`config.mk`:
```
export PLATFORM = sky130hd
export DESIGN_NAME = gga_sentence_field_extractor
export DESIGN_NICKNAME = d
export VERILOG_FILES = /design/src/sv/gse_pkg.sv /design/src/sv/gse_parser.sv /design/src/sv/gse_out_reg.sv /design/src/sv/gga_sentence_field_extractor.sv
export SDC_FILE = /design/constraint.sdc
export NUM_CORES = 1
export LEC_CHECK = 0
export CAP_MARGIN = 5
export CORE_MARGIN = 2
export CORE_UTILIZATION = 50
export DETAILED_ROUTE_END_ITERATION = 8
export DONT_BUFFER_PORTS = 1
export GPL_TIMING_DRIVEN = 0
export SLEW_MARGIN = 20
export SYNTH_ARGS = -nofsm -noshare
export SYNTH_HDL_FRONTEND = slang
export SYNTH_SLANG_ARGS = --single-unit
```
`constraint.sdc`:
```
create_clock -name clk -period 7.3 [get_ports clk]
set_clock_uncertainty 0.2 [all_clocks]
set_input_delay 0.365 -clock clk [delete_from_list [all_inputs] [get_ports clk]]
set_output_delay 0.365 -clock clk [all_outputs]
set_load 0.02 [all_outputs]
```
`src/sv/gse_pkg.sv`:
```
// Types and constants of the GGA sentence field extractor.
package gse_pkg;

  localparam logic [7:0] CH_DOLLAR = 8'h24;
  localparam logic [7:0] CH_STAR   = 8'h2A;
  localparam logic [7:0] CH_COMMA  = 8'h2C;

  localparam logic [2:0] CODE_TIME = 3'd0;
  localparam logic [2:0] CODE_LAT  = 3'd1;
  localparam logic [2:0] CODE_NS   = 3'd2;
  localparam logic [2:0] CODE_LON  = 3'd3;
  localparam logic [2:0] CODE_EW   = 3'd4;
  localparam logic [2:0] CODE_END  = 3'd5;

  // Body positions of the fields.
  localparam int HDR_LEN     = 5;
  localparam int TIME_FIRST  = 6;
  localparam int TIME_LEN    = 10;
  localparam int LAT_FIRST   = 17;
  localparam int LAT_LEN     = 9;
  localparam int NS_POS      = 27;
  localparam int LON_FIRST   = 29;
  localparam int LON_LEN     = 10;
  localparam int EW_POS      = 40;

  typedef struct packed {
    logic [2:0] field_code;
    logic [7:0] char_value;
    logic       last;
  } res_t;

  // Expected header text "GPGGA" by body position.
  function automatic logic [7:0] header_char(input logic [2:0] idx);
    logic [7:0] c;
    case (idx)
      3'd0:    c = 8'h47;
      3'd1:    c = 8'h50;
      3'd2:    c = 8'h47;
      3'd3:    c = 8'h47;
      3'd4:    c = 8'h41;
      default: c = 8'h00;
    endcase
    return c;
  endfunction

endpackage

```
`src/sv/gse_parser.sv`:
```
// Sentence tracking state and per-byte field decode of the GGA extractor.
module gse_parser #(
  parameter int MAX_SENTENCE = 128
) (
  input  logic            clk,
  input  logic            rst,
  input  logic            accept,
  input  logic [7:0]      rx_byte,
  output logic            res_valid,
  output gse_pkg::res_t   res
);
  import gse_pkg::*;

  localparam int PW = $clog2(MAX_SENTENCE);
  localparam logic [PW-1:0] POS_MAX = PW'(MAX_SENTENCE - 1);
  localparam logic [PW-1:0] P_HDR   = PW'(HDR_LEN);
  localparam logic [PW-1:0] P_TIME0 = PW'(TIME_FIRST);
  localparam logic [PW-1:0] P_TIME1 = PW'(TIME_FIRST + TIME_LEN);
  localparam logic [PW-1:0] P_LAT0  = PW'(LAT_FIRST);
  localparam logic [PW-1:0] P_LAT1  = PW'(LAT_FIRST + LAT_LEN);
  localparam logic [PW-1:0] P_NS    = PW'(NS_POS);
  localparam logic [PW-1:0] P_LON0  = PW'(LON_FIRST);
  localparam logic [PW-1:0] P_LON1  = PW'(LON_FIRST + LON_LEN);
  localparam logic [PW-1:0] P_EW    = PW'(EW_POS);

  logic          in_sentence, in_sentence_next;
  logic [PW-1:0] pos, pos_next;
  logic          header_match, header_match_next;
  logic          time_open, time_open_next;
  logic          lat_open, lat_open_next;
  logic          lon_open, lon_open_next;

  always_comb begin
    in_sentence_next  = in_sentence;
    pos_next          = pos;
    header_match_next = header_match;
    time_open_next    = time_open;
    lat_open_next     = lat_open;
    lon_open_next     = lon_open;
    res_valid         = 1'b0;
    res               = '0;
    if (accept) begin
      if (!in_sentence) begin
        if (rx_byte == CH_DOLLAR) begin
          in_sentence_next  = 1'b1;
          pos_next          = '0;
          header_match_next = 1'b1;
          time_open_next    = 1'b1;
          lat_open_next     = 1'b1;
          lon_open_next     = 1'b1;
        end
      end else if (rx_byte == CH_STAR) begin
        res_valid         = 1'b1;
        res.field_code    = CODE_END;
        res.last          = header_match && (pos >= P_HDR);
        in_sentence_next  = 1'b0;
        pos_next          = '0;
        header_match_next = 1'b1;
        time_open_next    = 1'b1;
        lat_open_next     = 1'b1;
        lon_open_next     = 1'b1;
      end else begin
        if (pos < P_HDR) begin
          if (rx_byte != header_char(pos[2:0])) begin
            header_match_next = 1'b0;
          end
        end else if (header_match) begin
          res.char_value = rx_byte;
          if (pos == P_NS) begin
            res_valid      = 1'b1;
            res.field_code = CODE_NS;
          end else if (pos == P_EW) begin
            res_valid      = 1'b1;
            res.field_code = CODE_EW;
          end else if (pos < P_LAT0) begin
            if (pos >= P_TIME0 && pos < P_TIME1 && time_open) begin
              if (rx_byte == CH_COMMA) begin
                time_open_next = 1'b0;
              end else begin
                res_valid      = 1'b1;
                res.field_code = CODE_TIME;
              end
            end
          end else if (pos < P_NS) begin
            if (pos < P_LAT1 && lat_open) begin
              if (rx_byte == CH_COMMA) begin
                lat_open_next = 1'b0;
              end else begin
                res_valid      = 1'b1;
                res.field_code = CODE_LAT;
              end
            end
          end else begin
            if (pos >= P_LON0 && pos < P_LON1 && lon_open) begin
              if (rx_byte == CH_COMMA) begin
                lon_open_next = 1'b0;
              end else begin
                res_valid      = 1'b1;
                res.field_code = CODE_LON;
              end
            end
          end
        end
        // The position holds at the last slot so long sentences stay out of every field.
        if (pos < POS_MAX) begin
          pos_next = pos + PW'(1);
        end
      end
    end
  end

  always_ff @(posedge clk) begin
    if (rst) begin
      in_sentence  <= 1'b0;
      pos          <= '0;
      header_match <= 1'b1;
      time_open    <= 1'b1;
      lat_open     <= 1'b1;
      lon_open     <= 1'b1;
    end else begin
      in_sentence  <= in_sentence_next;
      pos          <= pos_next;
      header_match <= header_match_next;
      time_open    <= time_open_next;
      lat_open     <= lat_open_next;
      lon_open     <= lon_open_next;
    end
  end

endmodule

```
`src/sv/gse_out_reg.sv`:
```
// Result register with a skid stage between the decoder and the output channel.
module gse_out_reg (
  input  logic          clk,
  input  logic          rst,
  input  logic          up_valid,
  input  gse_pkg::res_t up_data,
  output logic          full,
  output logic          dn_valid,
  input  logic          dn_stall,
  output gse_pkg::res_t dn_data
);
  import gse_pkg::*;

  logic skid_valid;
  res_t skid_data;

  // While the skid entry is occupied the input side is stalled, so no beat is lost.
  assign full = skid_valid;

  always_ff @(posedge clk) begin
    if (rst) begin
      dn_valid   <= 1'b0;
      skid_valid <= 1'b0;
    end else if (!dn_valid || !dn_stall) begin
      if (skid_valid) begin
        dn_valid   <= 1'b1;
        dn_data    <= skid_data;
        skid_valid <= 1'b0;
      end else begin
        dn_valid <= up_valid;
        if (up_valid) begin
          dn_data <= up_data;
        end
      end
    end else if (up_valid) begin
      skid_valid <= 1'b1;
      skid_data  <= up_data;
    end
  end

endmodule

```
`src/sv/gga_sentence_field_extractor.sv`:
```
// Top level of the GGA sentence field extractor.
// Usage:
//   The input channel (in_valid, in_stall, rx_byte) takes one received
//   serial character per beat. Bytes are ignored until '$'; the body that
//   follows, up to '*', is checked for the GPGGA header.
//   The output channel (out_valid, out_stall, field_code, char_value, last)
//   carries one beat per extracted character of the time, latitude,
//   north/south, longitude and east/west fields, and one end-of-record beat
//   per '*' closing a sentence (last is high when the sentence was GGA).
//   Most input beats produce no output beat.
// Result path and throughput:
//   A result is registered once its input beat is accepted. One byte is
//   accepted every cycle while in_stall is low; the figure is set by the
//   single decode step between the sentence state and the result register.
// Stalls and reset:
//   While out_stall holds a result, one more result is parked in a skid
//   register; only then is in_stall raised. Reset clears the sentence
//   state and empties both result registers.
module gga_sentence_field_extractor #(
  parameter int MAX_SENTENCE = 128
) (
  input  logic       clk,
  input  logic       rst,
  input  logic       in_valid,
  output logic       in_stall,
  input  logic [7:0] rx_byte,
  output logic       out_valid,
  input  logic       out_stall,
  output logic [2:0] field_code,
  output logic [7:0] char_value,
  output logic       last
);
  import gse_pkg::*;

  logic accept;
  logic res_valid;
  res_t res;
  res_t out_data;

  assign accept = in_valid && !in_stall;

  gse_parser #(
    .MAX_SENTENCE(MAX_SENTENCE)
  ) u_parser (
    .clk      (clk),
    .rst      (rst),
    .accept   (accept),
    .rx_byte  (rx_byte),
    .res_valid(res_valid),
    .res      (res)
  );

  gse_out_reg u_out (
    .clk     (clk),
    .rst     (rst),
    .up_valid(res_valid),
    .up_data (res),
    .full    (in_stall),
    .dn_valid(out_valid),
    .dn_stall(out_stall),
    .dn_data (out_data)
  );

  assign field_code = out_data.field_code;
  assign char_value = out_data.char_value;
  assign last       = out_data.last;

endmodule

```
After elaboration in Yosys (flattened, before gate mapping) --
Index checks and enable logic that the tools add are counted. W data, S select, Z words.
Storage, ports and cells: bits in writable memories 0, memories 0, input bits 12, bits in latches 0, memory bits (read-only) 0, output and inout port bits 14, word-level logic and storage cells 150, bits in registers 38
Operators by class: div/mod/pow operators 0, multiply operators 0, reduce and logical (&&, ||, !) cells 23, shift-type cells 0, muxes and demuxes 75, bitwise gates (word level) 2, magnitude comparators 10, eq/ne operators 25, add/sub/neg operators 1
Operator list (number):
- $mux W1 | 51
- $mux W12 | 4
- $ne A3 B3 Y1 const B | 15
- $mux W8 | 5
- $lt A7 B5 Y1 const B | 4
- $mux W7 | 4
- $eq A8 B6 Y1 const B | 3
- $mux W11 | 2
- $mux W3 | 7
- $pmux W7 S3 | 1
- $reduce_and A10 Y1 | 2
- $ge A7 B3 Y1 const B | 2
- $reduce_and A3 Y1 | 3
- $reduce_and A9 Y1 | 1
- $ne A8 B8 Y1 | 1
- $add A7 B1 Y7 const B | 1
- $eq A7 B5 Y1 const B | 1
- $eq A7 B6 Y1 const B | 1
- $ge A7 B5 Y1 const B | 1
- $logic_and A1 B1 Y1 | 7
- $lt A7 B3 Y1 const B | 1
- $lt A7 B6 Y1 const B | 1
- $lt A7 B7 Y1 const B | 1
- $eq A3 B2 Y1 const B | 2
- 11 further kinds | 15

Logic depth before layout (Yosys ltp) --
Gate-level depths: netlist of run 1.
depth in word-level cells 15, depth in mapped cells 9

Hierarchy --
Synthesis of run 1 repeated with hierarchy kept, for this count alone.
Second synthesis, totals: cell total of the unflattened synthesis 206, area total of the unflattened synthesis 2164.6 µm²
Modules (own cells, without submodules):
- gse_parser | area an instance 1159.9 µm², sequential area each 240.2 µm², instances 1, cells an instance 160
- gse_out_reg | area an instance 991.0 µm², sequential area each 760.7 µm², instances 1, cells an instance 45
- gga_sentence_field_extractor | area an instance 13.8 µm², sequential area each 0.0 µm², instances 1, cells an instance 1

Worst setup path after synthesis of run 1 --
OpenSTA, ideal clock, no wires.
kind reg2reg, start point register u_parser.pos[4], end point register u_out.skid_data[0] in the netlist's numbering, enable pin, data required time 6.688 ns, setup slack 3.919 ns, buffers on the path 1, stages on the path, launching flop included 7, library setup time 0.412 ns, arrival 2.769 ns, clock period less this slack 3.381 ns, cell sequence dfxtp_1 clkbuf_1 or4b_2 o2bb2ai_1 o22a_1 a21oi_1 nor4_1
Between the ends: cells in the longest elaborated chain, start to end 14, elaborated cells on any way between the ends 28
Ends and longest elaborated chain:
- from (decl) | RTL line gse_parser.sv:27 | logic [PW-1:0] pos, pos_next;
- from (signal assigned) | RTL line gse_parser.sv:122 | pos <= pos_next;
- $ge A7 B5 Y1 or $lt A7 B6 Y1 (tied branches) | RTL line gse_parser.sv:94 | if (pos >= P_LON0 && pos < P_LON1 && lon_open) begin
- $logic_and A1 B1 Y1 (2 in series) | RTL line gse_parser.sv:94
- $mux W1 | RTL line gse_parser.sv:94
- $mux W1 | RTL line gse_parser.sv:84 | end else if (pos < P_NS) begin
- $mux W1 | RTL line gse_parser.sv:75 | end else if (pos < P_LAT0) begin
- $mux W1 | RTL line gse_parser.sv:72 | end else if (pos == P_EW) begin
- $mux W1 | RTL line gse_parser.sv:69 | if (pos == P_NS) begin
- $mux W1 | RTL line gse_parser.sv:67 | end else if (header_match) begin
- $mux W1 * | RTL line gse_parser.sv:63 | if (pos < P_HDR) begin
- $mux W1 * | RTL line gse_parser.sv:52 | end else if (rx_byte == CH_STAR) begin
- $mux W1 * | RTL line gse_parser.sv:43 | if (!in_sentence) begin
- $mux W1 * | RTL line gse_parser.sv:42 | if (accept) begin
- $reduce_and A3 Y1 (no source line) *
- to (signal assigned) | RTL line gse_out_reg.sv:37 | skid_data <= up_data;
- to (decl) | RTL line gse_out_reg.sv:15 | res_t skid_data;
Every way passes the cells marked *; elsewhere a longest branch is shown, timed or not. A chain may end at the register's enable or synchronous reset.

Final worst setup path of run 1 --
start point register u_parser.pos[4], end point register u_out.skid_data[10] in the netlist's numbering, enable pin
Same word-level chain as after synthesis.

==> impl_metrics.tcl, run 1 <==
set metrics [dict create \
    cts_sinks 38 \
    synth_seq_cells 38 \
    synth_top_area_share_pct 33.57 \
    grt_pass1_vias 1721 \
    io_pins 26 \
    p_switching_uw 84.37 \
    initial_core_util_pct 52.91 \
    critPathLaunchType "register" \
    post-cts-setup-buffer-count 0 \
    num_antenna_cells 0 \
    post_drt_wl_per_cell_um 17.85 \
    routed_via_density 6.379 \
    fin_ws_ns 4.145 \
    cts-root-buf "clkbuf_8" \
    rows 23 \
    switching_share_pct 22.25 \
    r2r_start "u_parser.pos[4]" \
    synthTopCellsByArea "edfxtp_1, dfxtp_1, a21o_1" \
    hp-class "primary input to register" \
    clock_latency_ns 0.30 \
    ys_seq_area_share_pct 46.62 \
    hold_ws_ns 0.07442 \
    syn-num-nets 229 \
    grt-ovfl-total 0 \
    syn2layout_area_growth_pct 7.984 \
    worstReg2RegEnd "u_out.skid_data[10]" \
    die_w_um 69.53 \
    highest_layer "met4" \
    relSlewSlack_pct 47.64 \
    wl_met3_um 255 \
    cts_hold_buf 0 \
    routed_wl_um 4856 \
    power_density_mw_per_mm2 163.5 \
    rrSetupSlack_ns 4.14 \
    reg2regPathDepth 7 \
    antenna_found_initial 0 \
    grtUsageTotal_pct 22.37 \
    grt_max_degree 13 \
    setup_tns_ns 0 \
    report.final.setup_viol 0 \
    yosys.area.top_type "edfxtp_1" \
    grt_first_pass_wirelength_um 8549 \
    final-hold-violation-count 0 \
    coreArea_mm2 0.004058 \
    met1_length_um 2325 \
    drtPass1Iterations 4 \
    avgSynthCellArea_um2 10.13 \
    p_seq_share_pct 59.5 \
    cts_inserted_buffers 5 \
    fmax_mhz 316.9 \
    syn_area_mm2 0.002147 \
    synthTopCellsByCount "edfxtp_1, nand2_1, dfxtp_1, nor2_1" \
    layout-drive-gt1-share_pct 9.910 \
    p_int_uw 294.8 \
    cp.required_ns 7.09 \
    n_fill_cell 348 \
    maxCapViolCount 0 \
    cts_buffer_depth 2 \
    pre_cts_slack_ns 4.181 \
    cts_resized 0 \
    post-route-period-util_pct 43.23 \
    io_buffers 0 \
    cp_max_fo 10 \
    gp_congestion 0.9000 \
    wl_met2_um 2190 \
    ys_warn_count 0 \
    endpoint "u_out.skid_data[10]" \
    vdd_drop_max_v 0.0001064 \
    drtIter0Drc 132 \
    path_class "register to register" \
    die_y_um 69.53 \
    clkSlewWorstSetupHoldPaths_ns 0.08 \
    synth.most_common_cell "edfxtp_1" \
    ant_nets 0 \
    via_count 1735 \
    cp.arrival_ns 2.95 \
    finalCriticalPeriod_ns 3.155 \
    nNetsFinal 238 \
    p_clk_share_pct 37.8 \
    async_flop_share_pct 0 \
    synth_edf_count 24 \
    cts_tree "built" \
    hpwlAfterDp_um 3634 \
    crit_start "u_parser.pos[4]" \
    p_comb_share_pct 2.7 \
    worstHoldStart "rx_byte[7]" \
    p_leak_uw 0.0008789 \
    outcome "completed" \
    htreeDepth 2 \
    maxSlewViolCount 0 \
    dieArea_mm2 0.004834 \
    crit_path_end_kind "register" \
    tightest_slew_ns 0.7817 \
    syn_inst 212 \
    ys_types 51 \
    drcViolationCount 0 \
    ys.flop_type "edfxtp_1" \
    rsz0062_at_grt "false" \
]
-- cell families (layout without fill, tap and decap cells) --
group	count (synthesis)	count (layout)	share of synthesized area [%]
AOI/OAI and AO/OA	61	61	21.91
xor gates and xnor gates	2	2	0.8160
adders and majority gates	5	5	2.914
buffers and inverters	15	25	2.623
DFF	38	38	46.62
muxes	2	2	0.9324
and+or+nand+nor	89	89	24.18
-- worst min path at each step --
stage | endpoint | cells past startpoint
after floorplan | u_parser.lat_open | 2
after global placement | u_parser.lat_open | 2
after detailed placement | u_parser.lat_open | 2
after CTS | u_parser.header_match | 2
after global routing | u_out.skid_data[5] | 1
final | u_parser.header_match | 2
-- power by group through the flow --
stage               Sequential (uW)  Combinational, uW  Clock [uW]
detailed placement              230               10.2           0
floorplan                       230               8.14           0
finish                          226               10.2         143
CTS                             226               10.2         146
global placement                230               9.91           0
global route                    225               11.2         157
-- per-stage QoR --
step                      total power [uW]  util, %  area [um2]  std cells
after floorplan                      238.6        -        2147        212
after global placement               240.3    54.46        2210        262
after detailed placement             240.6    55.04        2233        264
after CTS                            382.1    57.14        2318        272
after global routing                 393.9    57.14        2318        272
final                                379.2    57.14        2318        272
-- cells in the final DEF (no fill, tap or decap), drive strengths merged, types with 4 or more instances in the layout --
cell type and instances:
buf 4, edfxtp 24, ha 5, a21oi 12
o41ai 4, clkbuf 12, nor3 5, o21ai 6
and2 12, a21o 11, nor2 13, o31ai 7
inv 6, or3 6, dfxtp 14, nand3 5
nand2 15
-- critical path, cell delays in order, from the launching register on --
cell and delay, ns:
dfxtp_1 0.31, clkbuf_1 0.19, or3b_2 0.53, o32ai_1 0.35
o22a_1 0.25, a21oi_1 0.08, nor4_2 0.60, buf_2 0.33
-- routing by layer --
metal / GRT usage (%) / up-vias
met4: 8.715 / 0
li1: - / 835
met2: 33.44 / 50
met3: 6.395 / 9
met5: 0 / -
met1: 30.71 / 841
-- flip-flops by register name, summed over array words and instances, names as in the netlist --
name and flops:
u_parser.lat_open 1, u_parser.header_match 1, u_out.skid_data 12, u_out.dn_valid 1, u_parser.pos 7, u_parser.in_sentence 1
u_out.dn_data 12, u_out.full 1, u_parser.lon_open 1, u_parser.time_open 1
-- cell type report --
class                   count  area [um2]  share of cell area, %
clock inverters             3       16.27                 0.7016
multi-input cells         159        1101                  47.49
well taps                  50       62.56                  2.698
inverters                   6       22.52                 0.9714
clock buffers               5       68.82                  2.968
plain buffers               9       33.78                  1.457
flip-flops and latches     38        1001                  43.17
repair buffers              2       12.51                 0.5397
No activity file was read; power rests on OpenSTA's default activity.
==> run 2, diff against run 1 <==
- clock period: 7.3 -> 3.1 ns (I/O delays scaled with it)
==> impl_metrics.tcl, run 2 (synthesis results as in run 1) <==
set metrics [dict create \
    grt_first_pass_wirelength_um 9066 \
    clkSlewWorstSetupHoldPaths_ns 0.07 \
    grt_pass1_vias 1827 \
    cp_max_fo 12 \
    rows 23 \
    cts_sinks 38 \
    die_w_um 69.53 \
    fmax_mhz 343.7 \
    drtPass1Iterations 5 \
    drtIter0Drc 161 \
    post-route-period-util_pct 93.86 \
    outcome "completed" \
    report.final.setup_viol 0 \
    ant_nets 0 \
    syn2layout_area_growth_pct 16.90 \
    gp_congestion 0.9714 \
    grt_max_degree 14 \
    hp-class "primary input to register" \
    antenna_found_initial 0 \
    relSlewSlack_pct 58.75 \
    final_util_pct 61.86 \
    critPathLaunchType "register" \
    initial_core_util_pct 52.91 \
    htreeDepth 2 \
    coreArea_mm2 0.004058 \
    rrSetupSlack_ns 0.19 \
    cp.required_ns 2.83 \
    via_count 1843 \
    worstReg2RegEnd "u_out.dn_data[1]" \
    finalCriticalPeriod_ns 2.910 \
    grt-ovfl-total 0 \
    cts_tree "built" \
    cts_inserted_buffers 5 \
    io_pins 26 \
    num_antenna_cells 0 \
    endpoint "u_out.dn_data[1]" \
    hpwlAfterDp_um 3756 \
    nNetsFinal 248 \
    power_density_mw_per_mm2 429.3 \
    maxSlewViolCount 0 \
    slowest_stage "nor3b_4" \
    slowest_delay_ns 0.56 \
    maxCapViolCount 0 \
    reg2regPathDepth 6 \
    layout_common_cells "edfxtp_1, nand2_1, dfxtp_1" \
    cts_buffer_depth 2 \
    dieArea_mm2 0.004834 \
    final_area_mm2 0.002510 \
    path_cells "clkbuf_1, or3b_2, o32ai_1, o22a_1, a221oi_2, nor3b_4" \
    path_class "register to register" \
    cts-root-buf "clkbuf_8" \
    crit_start "u_parser.pos[4]" \
    die_y_um 69.53 \
    vdd_drop_max_v 0.0002217 \
    io_buffers 0 \
    final-hold-violation-count 0 \
    clock_latency_ns 0.30 \
    layout-drive-gt1-share_pct 12.07 \
    post_drt_wl_per_cell_um 19.31 \
    r2r_start "u_parser.pos[4]" \
    routed_via_density 6.535 \
    layout_commonest_cell "edfxtp_1" \
    top_regs "u_out.dn_data (12), u_out.skid_data (12), u_parser.pos (7)" \
    drcViolationCount 0 \
    cp.arrival_ns 2.64 \
    crit_path_end_kind "register" \
    p_leak_uw 0.0009525 \
    routed_wl_um 5446 \
    tightest_slew_ns 0.6188 \
    place_area_mm2 0.002230 \
    rsz0062_at_grt "false" \
    hold_ws_ns 0.05049 \
    min_path_cells 3 \
    grtUsageTotal_pct 23.81 \
]
run 2: cell count changes in the layout (fill, tap and decap cells not counted), sizes merged:
cell         delta
dlygate4sd3    +10
bufinv          +2
clkinv          -1
clkinvlp        -1
run 2: worst min-delay path by stage:
stage               slack, ns        from                    end
global placement         0.16  rx_byte[7]  u_parser.header_match
finish                   0.05  rx_byte[7]     u_parser.time_open
global route             0.05  rx_byte[7]      u_parser.lon_open
detailed placement       0.17  rx_byte[7]  u_parser.header_match
floorplan                0.15  rx_byte[7]  u_parser.header_match
CTS                      0.02  rx_byte[7]      u_parser.lon_open
run 2: report_power, final:
group	switching [uW]	total [uW]	internal (uW)
clock network	187	510	322
logic	19.6	37.0	17.4
registers	0.289	531	531
run 2: layout make-up:
class	count	area, um2
buffer	9	36.28
multi-input combinational	159	1135
sequential	38	1001
inverter	6	22.52
clock buffer	5	68.82
timing repair buffer	12	115.1
clock inverter	3	68.82
tap	50	62.56
fill	310	1548
run 2: per-layer routing:
layer / up-vias / wire length [um] / share of wire [%] / global-route usage [%]
li1: 849 / - / - / -
met1: 896 / 2281 / 42 / 28.68
met2: 82 / 2728 / 50 / 40.49
met3: 16 / 305 / 5.6 / 5.233
met4: 0 / 131 / 2.4 / 10.89
met5: - / 0 / 0 / 0
run 2: timing repair:
| item | 4_1_cts | 5_1_grt |
|---|---|---|
| buffers inserted | 0 | 2 |
| hold buffers | 10 | 0 |
| hold endpoints to repair | 18 | 0 |
| cloned | 0 | 0 |
| endpoints found under the setup margin | 12 | 25 |
| pin swaps | 0 | 1 |
| resized for setup | 1 | 7 |
run 2: worst max-delay path: cells and delay by family, from the launching register on:
kind                   cells  cell delay, ns
AND/OR/NAND/NOR            2            1.10
AO/OA/AOI/OAI              3            0.71
flip-flops                 1            0.32
buffers and inverters      1            0.21
run 2: through the flow:
step,power (uW),setup TNS [ns],instances,worst slack (ns)
3_3_place_gp,565.7,-3.087,262,-0.2161
2_1_floorplan,562.0,0,212,0.1992
6_report,1078,0,282,0.1905
3_5_place_dp,566.3,-0.7209,262,-0.06048
5_1_grt,1117,0,282,0.01318
4_1_cts,1084,0,280,0.001775
